## config.mk

```make
export PLATFORM = sky130hd
export DESIGN_NAME = mrrc_crc_byte
export DESIGN_NICKNAME = d
export VERILOG_FILES = /design/src/sv/mrrc_pkg.sv /design/src/sv/mrrc_crc_byte.sv
export SDC_FILE = /design/constraint.sdc
export NUM_CORES = 1
export LEC_CHECK = 0
export BUFFER_PORTS_ARGS = -buffer_cell sky130_fd_sc_hd__buf_2
export CAP_MARGIN = 15
export CELL_PAD_IN_SITES_DETAIL_PLACEMENT = 0
export CELL_PAD_IN_SITES_GLOBAL_PLACEMENT = 1
export CORE_MARGIN = 2
export CORE_UTILIZATION = 21
export DETAILED_ROUTE_END_ITERATION = 12
export GPL_ROUTABILITY_DRIVEN = 1
export MAX_ROUTING_LAYER = met4
export PLACE_DENSITY = 0.95
export SETUP_SLACK_MARGIN = 0.2
export SLEW_MARGIN = 40
export SYNTH_ARGS = -nofsm -noshare
export SYNTH_HDL_FRONTEND = slang
export SYNTH_SLANG_ARGS = --single-unit
```

## constraint.sdc

```tcl
create_clock -name vclk -period 2.3
set_clock_uncertainty 0.05 [all_clocks]
set_input_delay 0.23 -clock vclk [all_inputs]
set_output_delay 0.23 -clock vclk [all_outputs]
set_load 0.02 [all_outputs]
```

## src/sv/mrrc_pkg.sv

```systemverilog
`default_nettype none
package mrrc_pkg;

	localparam logic [1:0] KIND_ARM     = 2'd0;
	localparam logic [1:0] KIND_BYTE    = 2'd1;
	localparam logic [1:0] KIND_TIMEOUT = 2'd2;

	localparam logic [2:0] ST_OK        = 3'd0;
	localparam logic [2:0] ST_TIMEOUT   = 3'd1;
	localparam logic [2:0] ST_SLAVE     = 3'd2;
	localparam logic [2:0] ST_EXCEPTION = 3'd3;
	localparam logic [2:0] ST_FUNC      = 3'd4;
	localparam logic [2:0] ST_CRC       = 3'd5;

	localparam logic [15:0] CRC_INIT = 16'hFFFF;
	localparam logic [15:0] CRC_POLY = 16'hA001;

	localparam logic [7:0] FC_WRITE_COIL  = 8'd5;
	localparam logic [7:0] FC_WRITE_REG   = 8'd6;
	localparam logic [7:0] FC_WRITE_COILS = 8'd15;
	localparam logic [7:0] FC_WRITE_REGS  = 8'd16;

	localparam logic [8:0] WRITE_FRAME_LEN = 9'd8;
	localparam logic [8:0] READ_FRAME_BASE = 9'd5;

	typedef enum logic [5:0] {
		PH_IDLE  = 6'b000001,
		PH_ADDR  = 6'b000010,
		PH_FUNC  = 6'b000100,
		PH_EXC   = 6'b001000,
		PH_COUNT = 6'b010000,
		PH_BODY  = 6'b100000
	} phase_t;

endpackage
`default_nettype wire

```

## src/sv/mrrc_crc_byte.sv

```systemverilog
`default_nettype none
module mrrc_crc_byte (
	input  wire logic [15:0] crc_in,
	input  wire logic [7:0]  data,
	output logic      [15:0] crc_out
);
	import mrrc_pkg::*;

	always_comb begin
		logic [15:0] c;
		c = crc_in ^ {8'h00, data};
		for (int i = 0; i < 8; i++) begin
			if (c[0]) begin
				c = (c >> 1) ^ CRC_POLY;
			end else begin
				c = c >> 1;
			end
		end
		crc_out = c;
	end
endmodule
`default_nettype wire

```

==> reports/results.tsv, run 1 <==
stage	metric	value	unit
cells_and_area	post-route-util	32.33	%
placement	placed_area	415.4	um2
setup_path	crit_fanout	3	
timing	worst_slack	480.0	ps
timing	fin_worst_hold_slack	410.0	ps
drt	drtIter0Drc	0	
yosys	synth_nets	53	
cells_and_area	fillers	139	
setup_path	cpPeakStageDelay	350	ps
setup_path	path_delay_family	XOR/XNOR gates	
die	die_h	40.78	um
timing	finalCriticalPeriod	1820	ps
timing	relSlewSlack	73.99	%
timing	slew_violations	0	
drt	drc	0	
die	die_area	1663	um2
setup_path	critPathLaunchType	primary input	
die	rows	13	
clock_tree	cts_hold_buf	0	
yosys	synthCells	29	
yosys	synth_area	284.0	um2
timing	tightest_slew	387.3	ps
clock_tree	post_cts_buffers	0	
setup_path	critPathRequiredTime	2020	ps
cells_and_area	multi_input_area	246.5	um2
placement	dp.cells	69	
drt	drt_wl_total	520	um
timing	rsz0062_at_grt	no	
setup_path	cp_cell_sequence	buf_2 -> xor2_1 -> xnor2_1 -> xnor2_2 -> xnor3_1 -> buf_2	
placement	port_buffers	30	
placement	gp_congestion	0.6427	
cells_and_area	layout_commonest_cell	buf_2	
timing	tns	0	ps
global_routing	use_met2	14.29	%
pwr	powerDensity	767.2	nW/um2
drt	avgRoutedWirePerCell	7.536	um
timing	period_share	79.13	%
pwr	finalPower	0.3187	mW
drt	vias	267	
timing	hold_violations	0	
setup_path	cp.buffers_inverters	2	
die	core-area	1285	um2
setup_path	cp.arrival	1540	ps
drt	detail-route-antenna-nets	0	
yosys	syn_area_per_cell	9.794	um2
cells_and_area	flops_and_latches	0	
yosys	yosys_warnings	0	
setup_path	cpMaxStageDelayCell	xnor3_1	
global_routing	antenna_found_initial	0	
global_routing	grt_pass1_wl	765	um
cells_and_area	syn_to_final_growth	46.26	%
pwr	leakage	0.2114	nW
setup_path	crit_type	primary input to output pin	
flow_run	drv_cap	0	
yosys	yosysSeqAreaShare	0	%
cells_and_area	diodes	0	
die	die_x	40.78	um
cells_and_area	regArea	0	um2
cells_and_area	stdcell_count	69	
global_routing	grt.total_usage	6.697	%
global_routing	grt_max_degree	4	
die	start_util	22.10	%
cells_and_area	final_nets	80	
global_routing	grt_overflow	0	
die	io_pins	40	
pwr	ir_worst_vdd	216.5	uV
status	status	finished, final reports clean	
cells_and_area	clockBufferCount	0	
clock_tree	ctsResizeCount	0	
hold_path	hold_class	primary input to output pin	
setup_path	path_common_cell	buf_2	
timing	fmax	549.4	MHz
cells_and_area	final_cell_area	415.4	um2
global_routing	grt_pass1_vias	229	
cells_and_area	final_cell_mix	30 x buf_2, 14 x xnor2_1, 6 x xor2_1	
drt	first_pass_iters	1	
yosys	synthDistinctLibCells	5	
global_routing	grt_use_met3	1.630	%
global_routing	top_usage_layer	met2	
placement	place_worst_setup_slack	446.1	ps
global_routing	grt_util_met1	6.129	%
drt	avgViaCountPerCell	3.870	
timing	setup_viol	0	
setup_path	cp-end-kind	output pin	
cells_and_area	drive_above_1_share	61.11	%
where the power goes:
| group | total [mW] | internal, mW | switching [mW] |
|---|---|---|---|
| Sequential | 0 | 0 | 0 |
| Combinational | 0.319 | 0.138 | 0.180 |
| Clock | 0 | 0 | 0 |
worst paths after layout:
| check | start | to | slack [ps] | cells after the start |
|---|---|---|---|---|
| worst min-delay path | crc_in[11] | crc_out[3] | 410 | 0 |
| worst max-delay path | data[3] | crc_out[0] | 480 | 6 |
metal layers:
layer | share of wire (%) | wire [um] | vias up
met5 | 0 | 0 | -
met4 | 0 | 0 | 0
met3 | 15 | 76 | 0
met2 | 52 | 270 | 21
met1 | 33 | 172 | 111
li1 | - | - | 135
cells by family after synthesis:
kind of cell	Yosys count	synth area share [%]
buf+inv	5	13.22
xor+xnor	24	86.79
final cells by class:
class	count	area share [%]
Multi-Input combinational cell	24	59.34
Timing Repair Buffer	30	36.14
Tap cell	15	4.518
synthesized netlist by cell type (all sizes together):
cell,instances,area (um2)
xnor2,17,171.4
xor2,6,52.55
buf,5,37.54
xnor3,1,22.52
No activity file was read; power rests on OpenSTA's default activity.
==> run 2, diff against run 1 <==
--- a/config.mk
+++ b/config.mk
@@ -10,11 +10,11 @@
 export CELL_PAD_IN_SITES_DETAIL_PLACEMENT = 0
 export CELL_PAD_IN_SITES_GLOBAL_PLACEMENT = 1
 export CORE_MARGIN = 2
-export CORE_UTILIZATION = 21
+export CORE_UTILIZATION = 20
 export DETAILED_ROUTE_END_ITERATION = 12
 export GPL_ROUTABILITY_DRIVEN = 1
 export MAX_ROUTING_LAYER = met4
-export PLACE_DENSITY = 0.95
+export PLACE_DENSITY = 0.94
 export SETUP_SLACK_MARGIN = 0.2
 export SLEW_MARGIN = 40
 export SYNTH_ARGS = -nofsm -noshare
==> constraint.sdc (replaced) <==
create_clock -name vclk -period 1.8
set_clock_uncertainty 0.05 [all_clocks]
set_input_delay 0.18 -clock vclk [all_inputs]
set_output_delay 0.18 -clock vclk [all_outputs]
set_load 0.02 [all_outputs]
==> reports/results.tsv, run 2 (synthesized netlist as in run 1, its figures left out) <==
stage	metric	value	unit
global_routing	grt_util_met1	5.305	%
cells_and_area	final_cell_mix	30 x buf_2, 7 x xnor2_1, 6 x xnor2_2	
global_routing	use_met2	14.69	%
die	io_pins	40	
drt	vias	274	
setup_path	crit_type	primary input to output pin	
status	status	finished, final reports clean	
cells_and_area	regArea	0	um2
timing	tns	0	ps
global_routing	grt_pass1_vias	289	
cells_and_area	drive_above_1_share	79.66	%
setup_path	critPathRequiredTime	1570	ps
placement	port_buffers	30	
cells_and_area	final_nets	85	
timing	tightest_slew	303.3	ps
cells_and_area	final_cell_area	576.8	um2
timing	fmax	642.1	MHz
global_routing	top_usage_layer	met2	
global_routing	grt_max_degree	4	
timing	hold_violations	0	
clock_tree	post_cts_buffers	0	
drt	avgViaCountPerCell	3.703	
global_routing	grt_use_met3	1.304	%
placement	dp.cells	74	
hold_path	hold_depth	0	
die	core-area	1318	um2
cells_and_area	stdcell_count	74	
placement	dp_hpwl	554.9	um
cells_and_area	post-route-util	43.78	%
timing	slew_violations	0	
drt	first_pass_iters	1	
global_routing	grt_pass1_wl	959	um
placement	gp_congestion	0.6425	
drt	drt_wl_total	586	um
pwr	powerDensity	852.6	nW/um2
flow_run	drv_cap	0	
placement	placed_area	475.5	um2
hold_path	hold_class	primary input to output pin	
setup_path	cp-end-kind	output pin	
drt	drtIter0Drc	0	
timing	setup_viol	0	
setup_path	critPathLaunchType	primary input	
setup_path	cp.arrival	1330	ps
hold_path	whs_endpoint	crc_out[1]	
die	rows	13	
cells_and_area	clockBufferCount	0	
cells_and_area	multi_input_area	370.4	um2
die	die_area	1738	um2
die	die_h	41.69	um
timing	rsz0062_at_grt	yes	
drt	detail-route-antenna-nets	0	
clock_tree	cts_hold_buf	0	
cells_and_area	flops_and_latches	0	
cells_and_area	layout_commonest_cell	buf_2	
die	die_x	41.69	um
timing	period_share	86.53	%
global_routing	grt.total_usage	6.562	%
setup_path	crit_fanout	2	
cells_and_area	diodes	0	
die	start_util	21.56	%
global_routing	grt_overflow	0	
drt	drc	0	
pwr	leakage	0.2849	nW
drt	avgRoutedWirePerCell	7.919	um
cells_and_area	syn_to_final_growth	103.1	%
global_routing	antenna_found_initial	0	
timing	relSlewSlack	79.63	%
pwr	finalPower	0.4918	mW
cells_and_area	fillers	139	
timing	finalCriticalPeriod	1558	ps
pwr	ir_worst_vdd	305.1	uV
hold_path	hp-start	crc_in[9]	
run 2: cell count changes in the layout (fill, tap and decap cells not counted):
cell | previous run | this run
xor2_4 | 0 | 1
xor2_1 | 6 | 4
buf_4 | 0 | 5
xnor2_4 | 0 | 4
xnor2_1 | 14 | 7
xnor2_2 | 3 | 6
xor2_2 | 0 | 1
run 2: per-layer routing:
metal / part of all wire (%) / up-vias
li1: - / 145
met2: 56 / 17
met1: 33 / 112
met5: 0 / -
met3: 11 / 0
met4: 0 / 0
run 2: timing repair:
item,in CTS,in global routing
gates resized for setup,6,5
setup endpoints to repair,3,1
pin swaps,3,3
run 2: worst max path at each step:
stage | start | endpoint | slack (ps)
floorplan | data[2] | crc_out[15] | 150
global placement | data[3] | crc_out[0] | 130
detailed placement | data[2] | crc_out[0] | 100
CTS | data[3] | crc_out[0] | 200
global route | crc_in[0] | crc_out[0] | 180
finish | data[4] | crc_out[0] | 240
run 2: power by group:
group          internal [mW]  leakage [nW]  total (mW)  switching [mW]
clock network              0             0           0               0
logic                  0.233         0.285       0.492           0.259
registers                  0             0           0               0
run 2: cell type report:
class                      count  area share [%]
tap                           15           3.254
timing repair buffer          35           32.54
multi-input combinational     24           64.21
run 2: per-stage QoR:
step | worst slack [ps] | hold WS (ps)
4_1_cts | 200.9 | 310.1
2_1_floorplan | 150.6 | 422.6
3_3_place_gp | 131.5 | 310.1
3_5_place_dp | 98.15 | 310.1
6_report | 242.5 | 310.0
5_1_grt | 179.7 | 310.1
run 2: worst max-delay path, cell delays in order:
cell and delay (ps):
buf_2 130, xnor2_4 150, xnor2_2 210, xnor2_2 160, xnor3_1 330, buf_2 170
==> run 3, diff against run 2 <==
==> constraint.sdc (replaced) <==
create_clock -name vclk -period 1.8
set_clock_uncertainty 0.05 [all_clocks]
set_input_delay 0.27 -clock vclk [all_inputs]
set_output_delay 0.27 -clock vclk [all_outputs]
set_load 0.02 [all_outputs]
==> reports/results.tsv, run 3 (synthesized netlist as in run 1, its figures left out) <==
stage	metric	value	unit
cells_and_area	final_cell_mix	20 x buf_2, 12 x buf_4, 9 x buf_6	
drt	drt_wl_total	906	um
die	die_x	41.69	um
timing	setup_viol	0	
cells_and_area	layout_commonest_cell	buf_2	
global_routing	grt.total_usage	8.837	%
cells_and_area	regArea	0	um2
pwr	powerDensity	847.3	nW/um2
placement	gp_congestion	0.6927	
timing	finalCriticalPeriod	1750	ps
setup_path	path_delay_family	XOR/XNOR gates	
die	start_util	21.56	%
setup_path	crit_start	data[5]	
die	rows	13	
setup_path	cp-end-kind	output pin	
pwr	p_int	0.3802	mW
setup_path	cpPeakStageDelay	350	ps
global_routing	grt_overflow	0	
setup_path	critPathRequiredTime	1480	ps
pwr	pwr-share-clk	0	%
setup_path	cpMaxStageDelayCell	xnor3_2	
setup_path	crit_type	primary input to output pin	
pwr	comb_power_share	100.0	%
setup_path	crit_fanout	2	
setup_path	critPathLaunchType	primary input	
placement	port_buffers	30	
cells_and_area	final_cell_area	817.0	um2
die	die_area	1738	um2
drt	avgViaCountPerCell	3.926	
cells_and_area	stdcell_count	81	
flow_run	drv_cap	0	
drt	drc	0	
timing	slew_violations	0	
status	status	finished, final reports clean	
global_routing	antenna_found_initial	0	
pwr	p_seq_share	0	%
die	die_h	41.69	um
setup_path	cp.buffers_inverters	2	
cells_and_area	clockBufferCount	0	
timing	hold_violations	0	
setup_path	cp_cell_sequence	buf_2 -> xnor2_2 -> xnor2_2 -> xnor2_2 -> xnor3_2 -> buf_6	
timing	fmax	571.5	MHz
placement	dp.cells	77	
cells_and_area	final_nets	92	
placement	placed_area	634.4	um2
drt	avgRoutedWirePerCell	11.19	um
clock_tree	cts_hold_buf	0	
hold_path	hold_class	primary input to output pin	
cells_and_area	drive_above_1_share	93.94	%
timing	rsz0062_at_grt	yes	
cells_and_area	multi_input_area	491.7	um2
setup_path	path_common_cell	xnor2_2	
drt	detail-route-antenna-nets	0	
cells_and_area	syn_to_final_growth	187.7	%
global_routing	grt_pass1_wl	1214	um
die	core-area	1318	um2
pwr	ir_worst_vdd	495.2	uV
timing	relSlewSlack	84.80	%
pwr	finalPower	0.6922	mW
global_routing	grt_max_degree	3	
hold_path	hp-start	crc_in[9]	
pwr	power_switching	0.3120	mW
cells_and_area	flops_and_latches	0	
timing	tightest_slew	226.9	ps
pwr	swShare	45.07	%
timing	period_share	97.21	%
global_routing	grt_pass1_vias	305	
drt	drtIter0Drc	0	
pwr	leakage	0.3814	nW
die	io_pins	40	
cells_and_area	diodes	0	
cells_and_area	fillers	98	
drt	first_pass_iters	1	
drt	vias	318	
setup_path	cp.arrival	1430	ps
-- run 3: timing repair --
action / in CTS / in global routing
hold endpoints to repair: 0 / 0
pin swaps: 9 / 5
resized for setup: 16 / 13
setup endpoints to repair: 3 / 4
setup buffers: 3 / 1
-- run 3: area by class of cell --
cell class | instances | area share, %
multi-input cells | 24 | 60.18
repair buffers | 42 | 37.52
well taps | 15 | 2.297
-- run 3: per-stage QoR --
| step | utilization [%] | setup TNS, ps | hold WS [ps] | worst slack [ps] |
|---|---|---|---|---|
| 5_1_grt | 62.01 | 0 | 490.0 | 3.318 |
| 6_report | 62.01 | 0 | 490.0 | 50.25 |
| 3_3_place_gp | 48.15 | -11.16 | 490.2 | -11.16 |
| 2_1_floorplan | - | 0 | 602.6 | 80.25 |
| 4_1_cts | 55.75 | 0 | 490.2 | 39.50 |
| 3_5_place_dp | 48.15 | -46.35 | 490.2 | -37.03 |
-- run 3: layer usage --
| layer | wire, um | vias up | global-route usage [%] |
|---|---|---|---|
| met2 | 520 | 23 | 18.13 |
| met1 | 287 | 139 | 8.649 |
| met4 | 0 | 0 | 0 |
| met5 | 0 | - | - |
| li1 | - | 156 | - |
| met3 | 98 | 0 | 2.174 |
-- run 3: worst paths after layout --
check | to | slack [ps] | cells after the start
max | crc_out[0] | 50 | 6
min | crc_out[1] | 490 | 0
-- run 3: power by group through the flow --
stage,combinational (mW),sequential [mW],clock [mW]
finish,0.692,0,0
global route,0.729,0,0
CTS,0.646,0,0
detailed placement,0.560,0,0
global placement,0.555,0,0
floorplan,0.396,0,0
